[config.mk]
export PLATFORM = sky130hd
export DESIGN_NAME = control_frame_resync_parser_top
export DESIGN_NICKNAME = d
export VERILOG_FILES = /design/src/sv/crsp_pkg.sv /design/src/sv/control_frame_resync_parser_top.sv /design/src/sv/crsp_in_stage.sv /design/src/sv/crsp_window.sv /design/src/sv/crsp_out_stage.sv
export SDC_FILE = /design/constraint.sdc
export NUM_CORES = 1
export LEC_CHECK = 0
export BUFFER_PORTS_ARGS = -buffer_cell sky130_fd_sc_hd__buf_4
export CAP_MARGIN = 20
export CORE_ASPECT_RATIO = 1.25
export CORE_MARGIN = 4
export CORE_UTILIZATION = 65
export CTS_BUF_LIST = sky130_fd_sc_hd__clkbuf_4 sky130_fd_sc_hd__clkbuf_8
export DETAILED_ROUTE_END_ITERATION = 12
export GPL_TIMING_DRIVEN = 0
export PLACE_DENSITY = 0.86
export SYNTH_ARGS = -nofsm -noshare
export SYNTH_HDL_FRONTEND = slang
export SYNTH_SLANG_ARGS = --single-unit
[constraint.sdc]
create_clock -name clk -period 14.8 [get_ports clk]
set_input_delay 2.96 -clock clk [delete_from_list [all_inputs] [get_ports clk]]
set_output_delay 2.96 -clock clk [all_outputs]
set_load 0.02 [all_outputs]
[src/sv/crsp_pkg.sv]
// Shared types and constants for the control-frame resync parser.
// Used by every module of the block; depends on nothing else.
package crsp_pkg;

    localparam int WINDOW_SIZE = 8;
    localparam int FILL_W = $clog2(WINDOW_SIZE);

    localparam logic [7:0] HDR0 = 8'hBB;
    localparam logic [7:0] HDR1 = 8'h66;
    localparam logic [7:0] CMD_SET_INTERVAL = 8'h01;
    localparam logic [7:0] LEN_SET_INTERVAL = 8'h02;
    localparam logic [7:0] CMD_START_UPDATE = 8'h02;

    localparam logic [1:0] KIND_SET_INTERVAL = 2'd0;
    localparam logic [1:0] KIND_START_UPDATE = 2'd1;
    localparam logic [1:0] KIND_UNKNOWN = 2'd2;

    typedef logic [7:0] byte_t;

    typedef struct packed {
        byte_t data;
        logic  link_reset;
    } rx_item_t;

    typedef struct packed {
        logic [1:0]  kind;
        byte_t       cmd;
        byte_t       len;
        logic [15:0] interval;
    } result_t;

endpackage

[src/sv/control_frame_resync_parser_top.sv]
// Top level of the control-frame resync parser.
// Depends on crsp_pkg, crsp_in_stage, crsp_window and crsp_out_stage.
//
// The parser takes one received byte per item and one item per clock cycle
// while rx_stall is low. The item that completes a valid frame passes the input
// register and then the window check into the result register, from which the
// result leaves. The window is an 8-byte shift line; the header compare,
// six-byte sum and 16-bit checksum compare are done combinationally between
// the input and result registers.
// A full window that fails the check drops its oldest byte; a valid frame
// empties the window and gives one result. An item with link_reset set
// empties the window and its byte is ignored. While a result waits under
// res_stall, one more item is still taken into the input register.
module control_frame_resync_parser_top
(
    input  logic        clk,
    input  logic        rst_n,
    input  logic        rx_valid,
    output logic        rx_stall,
    input  logic [7:0]  rx_byte,
    input  logic        link_reset,
    output logic        res_valid,
    input  logic        res_stall,
    output logic [1:0]  frame_kind,
    output logic [7:0]  command_code,
    output logic [7:0]  payload_length,
    output logic [15:0] interval_value
);

    crsp_pkg::rx_item_t rx_item;
    crsp_pkg::rx_item_t item;
    crsp_pkg::result_t  res;
    crsp_pkg::result_t  res_out;
    logic               advance;
    logic               step;
    logic               res_load;

    assign rx_item.data       = rx_byte;
    assign rx_item.link_reset = link_reset;

    crsp_in_stage u_in_stage
    (
        .clk      (clk),
        .rst_n    (rst_n),
        .rx_valid (rx_valid),
        .rx_stall (rx_stall),
        .rx_item  (rx_item),
        .advance  (advance),
        .step     (step),
        .item     (item)
    );

    crsp_window u_window
    (
        .clk      (clk),
        .rst_n    (rst_n),
        .step     (step),
        .item     (item),
        .res_load (res_load),
        .res      (res)
    );

    crsp_out_stage u_out_stage
    (
        .clk       (clk),
        .rst_n     (rst_n),
        .res_load  (res_load),
        .res       (res),
        .advance   (advance),
        .res_valid (res_valid),
        .res_stall (res_stall),
        .res_out   (res_out)
    );

    assign frame_kind     = res_out.kind;
    assign command_code   = res_out.cmd;
    assign payload_length = res_out.len;
    assign interval_value = res_out.interval;

endmodule

[src/sv/crsp_in_stage.sv]
// Input register of the control-frame resync parser.
// Depends on crsp_pkg; hands one registered item per cycle to crsp_window while the pipeline advances.
module crsp_in_stage
(
    input  logic               clk,
    input  logic               rst_n,
    input  logic               rx_valid,
    output logic               rx_stall,
    input  crsp_pkg::rx_item_t rx_item,
    input  logic               advance,
    output logic               step,
    output crsp_pkg::rx_item_t item
);

    logic               valid_reg;
    logic               valid_next;
    crsp_pkg::rx_item_t item_reg;
    logic               take;

    // The held item leaves whenever the pipeline advances.
    assign step     = valid_reg && advance;
    assign rx_stall = valid_reg && !advance;
    assign take     = rx_valid && !rx_stall;
    assign item     = item_reg;

    always_comb
    begin
        valid_next = valid_reg;
        if (take)
        begin
            valid_next = 1'b1;
        end
        else if (step)
        begin
            valid_next = 1'b0;
        end
    end

    always_ff @(posedge clk or negedge rst_n)
    begin
        if (!rst_n)
        begin
            valid_reg <= 1'b0;
        end
        else
        begin
            valid_reg <= valid_next;
        end
    end

    always_ff @(posedge clk)
    begin
        if (take)
        begin
            item_reg <= rx_item;
        end
    end

endmodule

[src/sv/crsp_window.sv]
// Byte window, header and checksum check, and frame classification.
// Depends on crsp_pkg; fed by crsp_in_stage, feeds crsp_out_stage.
module crsp_window
(
    input  logic               clk,
    input  logic               rst_n,
    input  logic               step,
    input  crsp_pkg::rx_item_t item,
    output logic               res_load,
    output crsp_pkg::result_t  res
);

    // The window is a shift line: the newest byte sits at the top entry and
    // the valid bytes are the top fill_reg entries.
    crsp_pkg::byte_t                win_reg [crsp_pkg::WINDOW_SIZE];
    crsp_pkg::byte_t                cand [crsp_pkg::WINDOW_SIZE];
    logic [crsp_pkg::FILL_W-1:0]    fill_reg;
    logic [crsp_pkg::FILL_W-1:0]    fill_next;
    logic                           full;
    logic                           hdr_ok;
    logic                           sum_ok;
    logic                           frame_ok;
    logic [10:0]                    sum6;

    always_comb
    begin
        for (int i = 0; i < crsp_pkg::WINDOW_SIZE - 1; i++)
        begin
            cand[i] = win_reg[i + 1];
        end
        cand[crsp_pkg::WINDOW_SIZE - 1] = item.data;
    end

    assign full   = (fill_reg == crsp_pkg::FILL_W'(crsp_pkg::WINDOW_SIZE - 1));
    assign hdr_ok = (cand[0] == crsp_pkg::HDR0) && (cand[1] == crsp_pkg::HDR1);
    assign sum6   = {3'b000, cand[0]} + {3'b000, cand[1]} + {3'b000, cand[2]}
                  + {3'b000, cand[3]} + {3'b000, cand[4]} + {3'b000, cand[5]};
    assign sum_ok = ({5'b00000, sum6} == {cand[7], cand[6]});
    assign frame_ok = full && hdr_ok && sum_ok;

    assign res_load = step && !item.link_reset && frame_ok;

    always_comb
    begin
        res.cmd      = cand[2];
        res.len      = cand[3];
        res.interval = 16'h0000;
        if ((cand[2] == crsp_pkg::CMD_SET_INTERVAL) && (cand[3] == crsp_pkg::LEN_SET_INTERVAL))
        begin
            res.kind     = crsp_pkg::KIND_SET_INTERVAL;
            res.interval = {cand[5], cand[4]};
        end
        else if (cand[2] == crsp_pkg::CMD_START_UPDATE)
        begin
            res.kind = crsp_pkg::KIND_START_UPDATE;
        end
        else
        begin
            res.kind = crsp_pkg::KIND_UNKNOWN;
        end
    end

    // A failed check on a full window keeps seven bytes, which drops the oldest.
    always_comb
    begin
        fill_next = fill_reg;
        if (step)
        begin
            if (item.link_reset || frame_ok)
            begin
                fill_next = '0;
            end
            else if (!full)
            begin
                fill_next = fill_reg + 1'b1;
            end
        end
    end

    always_ff @(posedge clk or negedge rst_n)
    begin
        if (!rst_n)
        begin
            fill_reg <= '0;
        end
        else
        begin
            fill_reg <= fill_next;
        end
    end

    always_ff @(posedge clk)
    begin
        if (step && !item.link_reset)
        begin
            for (int i = 0; i < crsp_pkg::WINDOW_SIZE; i++)
            begin
                win_reg[i] <= cand[i];
            end
        end
    end

`ifndef SYNTHESIS
    a_fill_range: assert property (@(posedge clk) disable iff (!rst_n)
        fill_reg <= crsp_pkg::FILL_W'(crsp_pkg::WINDOW_SIZE - 1))
        else $error("window fill out of range");

    a_link_reset_empties: assert property (@(posedge clk) disable iff (!rst_n)
        (step && item.link_reset) |=> (fill_reg == '0))
        else $error("link reset did not empty the window");

    a_frame_empties: assert property (@(posedge clk) disable iff (!rst_n)
        res_load |=> (fill_reg == '0))
        else $error("accepted frame did not empty the window");

    a_frame_needs_full: assert property (@(posedge clk) disable iff (!rst_n)
        res_load |-> full)
        else $error("frame reported from a partial window");

    a_interval_only_set: assert property (@(posedge clk) disable iff (!rst_n)
        res_load |-> ((res.kind == crsp_pkg::KIND_SET_INTERVAL) || (res.interval == 16'h0000)))
        else $error("interval reported for a non set-interval frame");
`endif

endmodule

[src/sv/crsp_out_stage.sv]
// Result register of the control-frame resync parser.
// Depends on crsp_pkg; holds one result until the receiving side takes it.
module crsp_out_stage
(
    input  logic              clk,
    input  logic              rst_n,
    input  logic              res_load,
    input  crsp_pkg::result_t res,
    output logic              advance,
    output logic              res_valid,
    input  logic              res_stall,
    output crsp_pkg::result_t res_out
);

    logic              valid_reg;
    crsp_pkg::result_t res_reg;

    // The pipeline moves when the result register is empty or being emptied.
    assign advance   = !valid_reg || !res_stall;
    assign res_valid = valid_reg;
    assign res_out   = res_reg;

    always_ff @(posedge clk or negedge rst_n)
    begin
        if (!rst_n)
        begin
            valid_reg <= 1'b0;
        end
        else if (advance)
        begin
            valid_reg <= res_load;
        end
    end

    always_ff @(posedge clk)
    begin
        if (res_load)
        begin
            res_reg <= res;
        end
    end

endmodule
==> run summary <==
OUTCOME
------------------------------------------------------------------------------------------------------
Status .................................................................................. finished clean

SETUP PATH
------------------------------------------------------------------------------------------------------
Highest cell delay on the worst timing path .............................................      0.61 ns
Worst Setup End Kind ....................................................................    flip-flop
Crit path max fanout ....................................................................           24
Ordered list of cells on the worst path ................................................. ha_1 -> inv_1 -> fa_1 -> nor2b_1 -> o21ai_0 -> a21boi_1 -> o21ai_0 -> nand2b_1 -> xnor2_1 -> fa_1 -> inv_1 -> fa_1 -> fa_1 -> ha_1 -> and3_1 -> a221oi_1 -> xnor2_1 -> nand4_1 -> nor4_4 -> and2_1 -> buf_16
Worst Path Arrival ......................................................................      6.47 ns
Reg-to-reg setup timing slack ...........................................................      8.42 ns
R2R Path Start .......................................................................... u_window.win_reg[1][0]$_DFFE_PP_
R2R depth ...............................................................................           21
Critical path required time .............................................................     14.89 ns
Launch point of the critical path ....................................................... u_window.win_reg[1][0]$_DFFE_PP_
Critical Path Slowest Stage Cell ........................................................       and2_1
Timing endpoint of the critical path .................................................... u_out_stage.res_out[8]$_SDFFCE_PN0P_
Critical path's top delay family ........................................................  adder cells
Most prevalent standard cell on the critical path .......................................         fa_1
Bufs and invs on worst path .............................................................            3
Kind of start point of the critical path ................................................    flip-flop
Capture instance of the worst register-to-register path ................................. u_out_stage.res_out[8]$_SDFFCE_PN0P_
Startpoint-to-endpoint class of the critical path .......................................      reg2reg
Number of cells on the critical path ....................................................           21

CLOCK TREE
------------------------------------------------------------------------------------------------------
CTS resizes .............................................................................            0
TritonCTS buffer count ..................................................................            9
Clock transition at the register clock pins on the worst setup and hold paths after CTS .      0.11 ns
Clock sink count ........................................................................          104
TritonCTS clock tree ....................................................................          yes
Count of hold buffers inserted by post-cts repair .......................................            0
Cell at the root of the clock tree ......................................................     clkbuf_8
Later-pin clock latency in the skew report ..............................................      0.38 ns
CTS max path bufs .......................................................................            2
Setup bufs post-CTS .....................................................................            0
H-Tree Depth ............................................................................            3

DETAILED ROUTING
------------------------------------------------------------------------------------------------------
Total Wirelength ........................................................................      9.69 mm
DRC errors left .........................................................................            0
Number of routed nets with antenna violations ...........................................            0
Vias ....................................................................................         2892
Wire length per cell ....................................................................      19.7 µm
Iteration-0 DRC Markers .................................................................          170
Via density .............................................................................         5.89
Number of detailed-routing iterations run before antenna repair .........................            5

YOSYS
------------------------------------------------------------------------------------------------------
Number of standard cells after synthesis ................................................          333
Synth area leader .......................................................................     edfxtp_1
Synthesis Warnings ......................................................................            0
Fraction of post-synthesis cell area in the top cell type by area .......................        59.9%
Top area cells in the synthesized netlist ............................................... edfxtp_1 60%, fa_1 10%, ha_1 5.8%
Register bit count reported by yosys ....................................................          104
Synth unique cells ......................................................................           44
Most used flip-flop cell after synthesis ................................................     edfxtp_1
Net count after synthesis ...............................................................          394
Mapped Avg Cell Area ....................................................................     14.9 µm²
Share of synthesized area occupied by flip-flops and latches ............................        62.4%
Synthesized area ........................................................................  0.00496 mm²
Number of enable-type register cells in the synthesized netlist .........................           99
Proportion of synthesized flip-flops having asynchronous set or reset ...................        4.81%

GRT
------------------------------------------------------------------------------------------------------
Met1 capacity usage during global routing ...............................................        28.1%
Total congestion overflow after global routing ..........................................            0
Met3 layer usage reported by global route ...............................................        5.55%
Global-route wire length before repair ..................................................      15.8 mm
Vias in the first global route ..........................................................         3027
Total global routing track utilization ..................................................        23.6%
Busiest metal layer after global routing ................................................         met2
Initial antenna violation count .........................................................            0
Fraction of met2 tracks used by global routing ..........................................        40.8%
Largest net degree at the start of global routing .......................................           34

STA
------------------------------------------------------------------------------------------------------
Layout Skew .............................................................................    0.0139 ns
Final Hold Viols ........................................................................            0
Achievable frequency ....................................................................      157 MHz
Setup repair after global routing missed its margin .....................................        false
Number of setup violations in the final report ..........................................            0
Final-layout setup total negative slack .................................................         0 ns
Final period demand of the worst path ...................................................      6.38 ns
Relative slew margins ...................................................................        37.1%
Worst slack on hold paths ...............................................................     0.443 ns
Tightest Pin Transition .................................................................     0.941 ns
Final slew viol count ...................................................................            0
Period Utilization, post-route ..........................................................        43.1%

FINISH
------------------------------------------------------------------------------------------------------
Count of inserted antenna diode cells ...................................................            0
Layout cell share with drive strength beyond 1 ..........................................        18.5%
Growth of design area from synthesis to finish ..........................................        14.5%
Flip-flop count of the largest register after layout ....................................           56
Count of nets after finishing ...........................................................          455
Final-layout fill cell count ............................................................          423
Post-route cell area ....................................................................  0.00568 mm²

PLACEMENT
------------------------------------------------------------------------------------------------------
Number of input and output port buffers inserted ........................................           48
RD Place Congestion .....................................................................        0.929
Cell area after placement ...............................................................  0.00549 mm²
Detailed Place HPWL .....................................................................      7.27 mm

PWR
------------------------------------------------------------------------------------------------------
Max VDD drop ............................................................................      65.8 µV
Tot Pwr .................................................................................     0.519 mW
Power Density ...........................................................................  91.3 mW/mm²
Leakage power ...........................................................................      2.29 nW

FLOORPLAN
------------------------------------------------------------------------------------------------------
Horizontal die dimension ................................................................      86.2 µm
Std cell rows ...........................................................................           35
Total core area .........................................................................  0.00740 mm²
I/O pin count ...........................................................................           49
Full die area ...........................................................................  0.00911 mm²
Starting density of the core ............................................................        67.1%
Vert. Die Dim ...........................................................................       106 µm

HOLD PATH
------------------------------------------------------------------------------------------------------
Worst hold path type ....................................................................      reg2reg

JOB
------------------------------------------------------------------------------------------------------
Max Cap Viol ............................................................................            0

synth_stat cells, types with 2 or more instances:
cell	n
a221oi_1	2
and3_1	4
inv_1	46
a211oi_1	3
nand3_1	4
nor4_1	12
xnor2_1	13
nor3_1	5
xor2_1	6
nand2_1	9
a21boi_1	2
and2_1	10
nand4_1	4
ha_1	23
a21o_1	5
dfrtp_1	5
o21ai_0	5
or2_1	2
nor2b_1	3
nor3b_1	2
o31ai_1	3
edfxtp_1	99
nor2_1	8
a21oi_1	11
fa_1	25
nand2b_1	4
final cells by class:
cell class              count  area, µm²  area share, %
flip-flops and latches    104       3100           54.5
multi-input cells         183       1700           29.9
repair buffers             50        408           7.18
inverters                  46        173           3.04
clock buffers              10        131           2.31
well taps                  92        115           2.03
clock inverters             6       57.6           1.01
power breakdown:
part / switching [mW] / internal [mW] / total (mW)
Combinational: 0.00990 / 0.00744 / 0.0173
Sequential: 0.00326 / 0.325 / 0.328
Clock: 0.106 / 0.0676 / 0.173
through the flow:
stage          instances  utilization, %  worst slack, ns
2_1_floorplan        333               -             7.75
3_3_place_gp         473            73.5             6.33
3_5_place_dp         475            74.2             8.44
4_1_cts              491            76.8             8.43
5_1_grt              491            76.8             8.08
6_report             491            76.8             8.42
worst min path at each step:
stage / end / cells after the start / startpoint / slack (ns)
2_1_floorplan: u_window.win_reg[2][0]$_DFFE_PP_ / 0 / u_window.win_reg[2][8]$_DFFE_PP_ / 0.43
3_3_place_gp: u_window.win_reg[2][7]$_DFFE_PP_ / 0 / u_window.win_reg[2][15]$_DFFE_PP_ / 0.43
3_5_place_dp: u_window.win_reg[2][9]$_DFFE_PP_ / 0 / u_window.win_reg[3][1]$_DFFE_PP_ / 0.43
4_1_cts: u_window.win_reg[2][0]$_DFFE_PP_ / 0 / u_window.win_reg[2][8]$_DFFE_PP_ / 0.45
5_1_grt: u_window.win_reg[2][5]$_DFFE_PP_ / 0 / u_window.win_reg[2][13]$_DFFE_PP_ / 0.47
6_report: u_window.win_reg[2][9]$_DFFE_PP_ / 0 / u_window.win_reg[3][1]$_DFFE_PP_ / 0.44
per-layer routing:
metal	vias to the layer above	wire, µm
met5	-	0
met4	0	206
met3	21	640
met2	112	5330
met1	1421	3510
li1	1338	-
layout by cell type, fill, tap and decap left out, types with 2 or more instances in the layout:
cell	n
a211oi_1	3
o31ai_1	3
xnor2_1	13
clkbuf_8	9
nand4_1	4
nor2_1	7
nor4_1	12
and2_1	10
nor3b_1	2
inv_1	46
a21boi_1	2
buf_4	48
nor2b_1	3
and3_1	4
edfxtp_1	99
a21o_1	5
nand2_1	9
fa_1	25
dfrtp_1	5
xor2_1	6
inv_6	3
nand3_1	4
or2_1	2
o21ai_0	5
a221oi_1	2
nand2b_1	4
ha_1	23
nor3_1	5
a21oi_1	11
inv_8	2
worst reg2reg max path, delay by kind of cell, from the launching register on:
family / cells / cell delay, ns
adders and majority gates: 6 / 2.45
and+or+nand+nor: 6 / 1.78
AOI/OAI and AO/OA: 4 / 0.81
DFF: 1 / 0.40
buffers and inverters: 3 / 0.37
xor gates and xnor gates: 2 / 0.26
logic make-up (layout without fill, tap and decap cells):
group,Yosys count,after routing,synth area share [%]
DFF,104,104,62.4
and+or+nand+nor,76,76,9.43
adders and majority gates,48,48,15.9
buffers and inverters,46,112,3.48
AOI/OAI and AO/OA,40,40,5.45
xor gates and xnor gates,19,19,3.35
(Power assumes the default switching activity.)
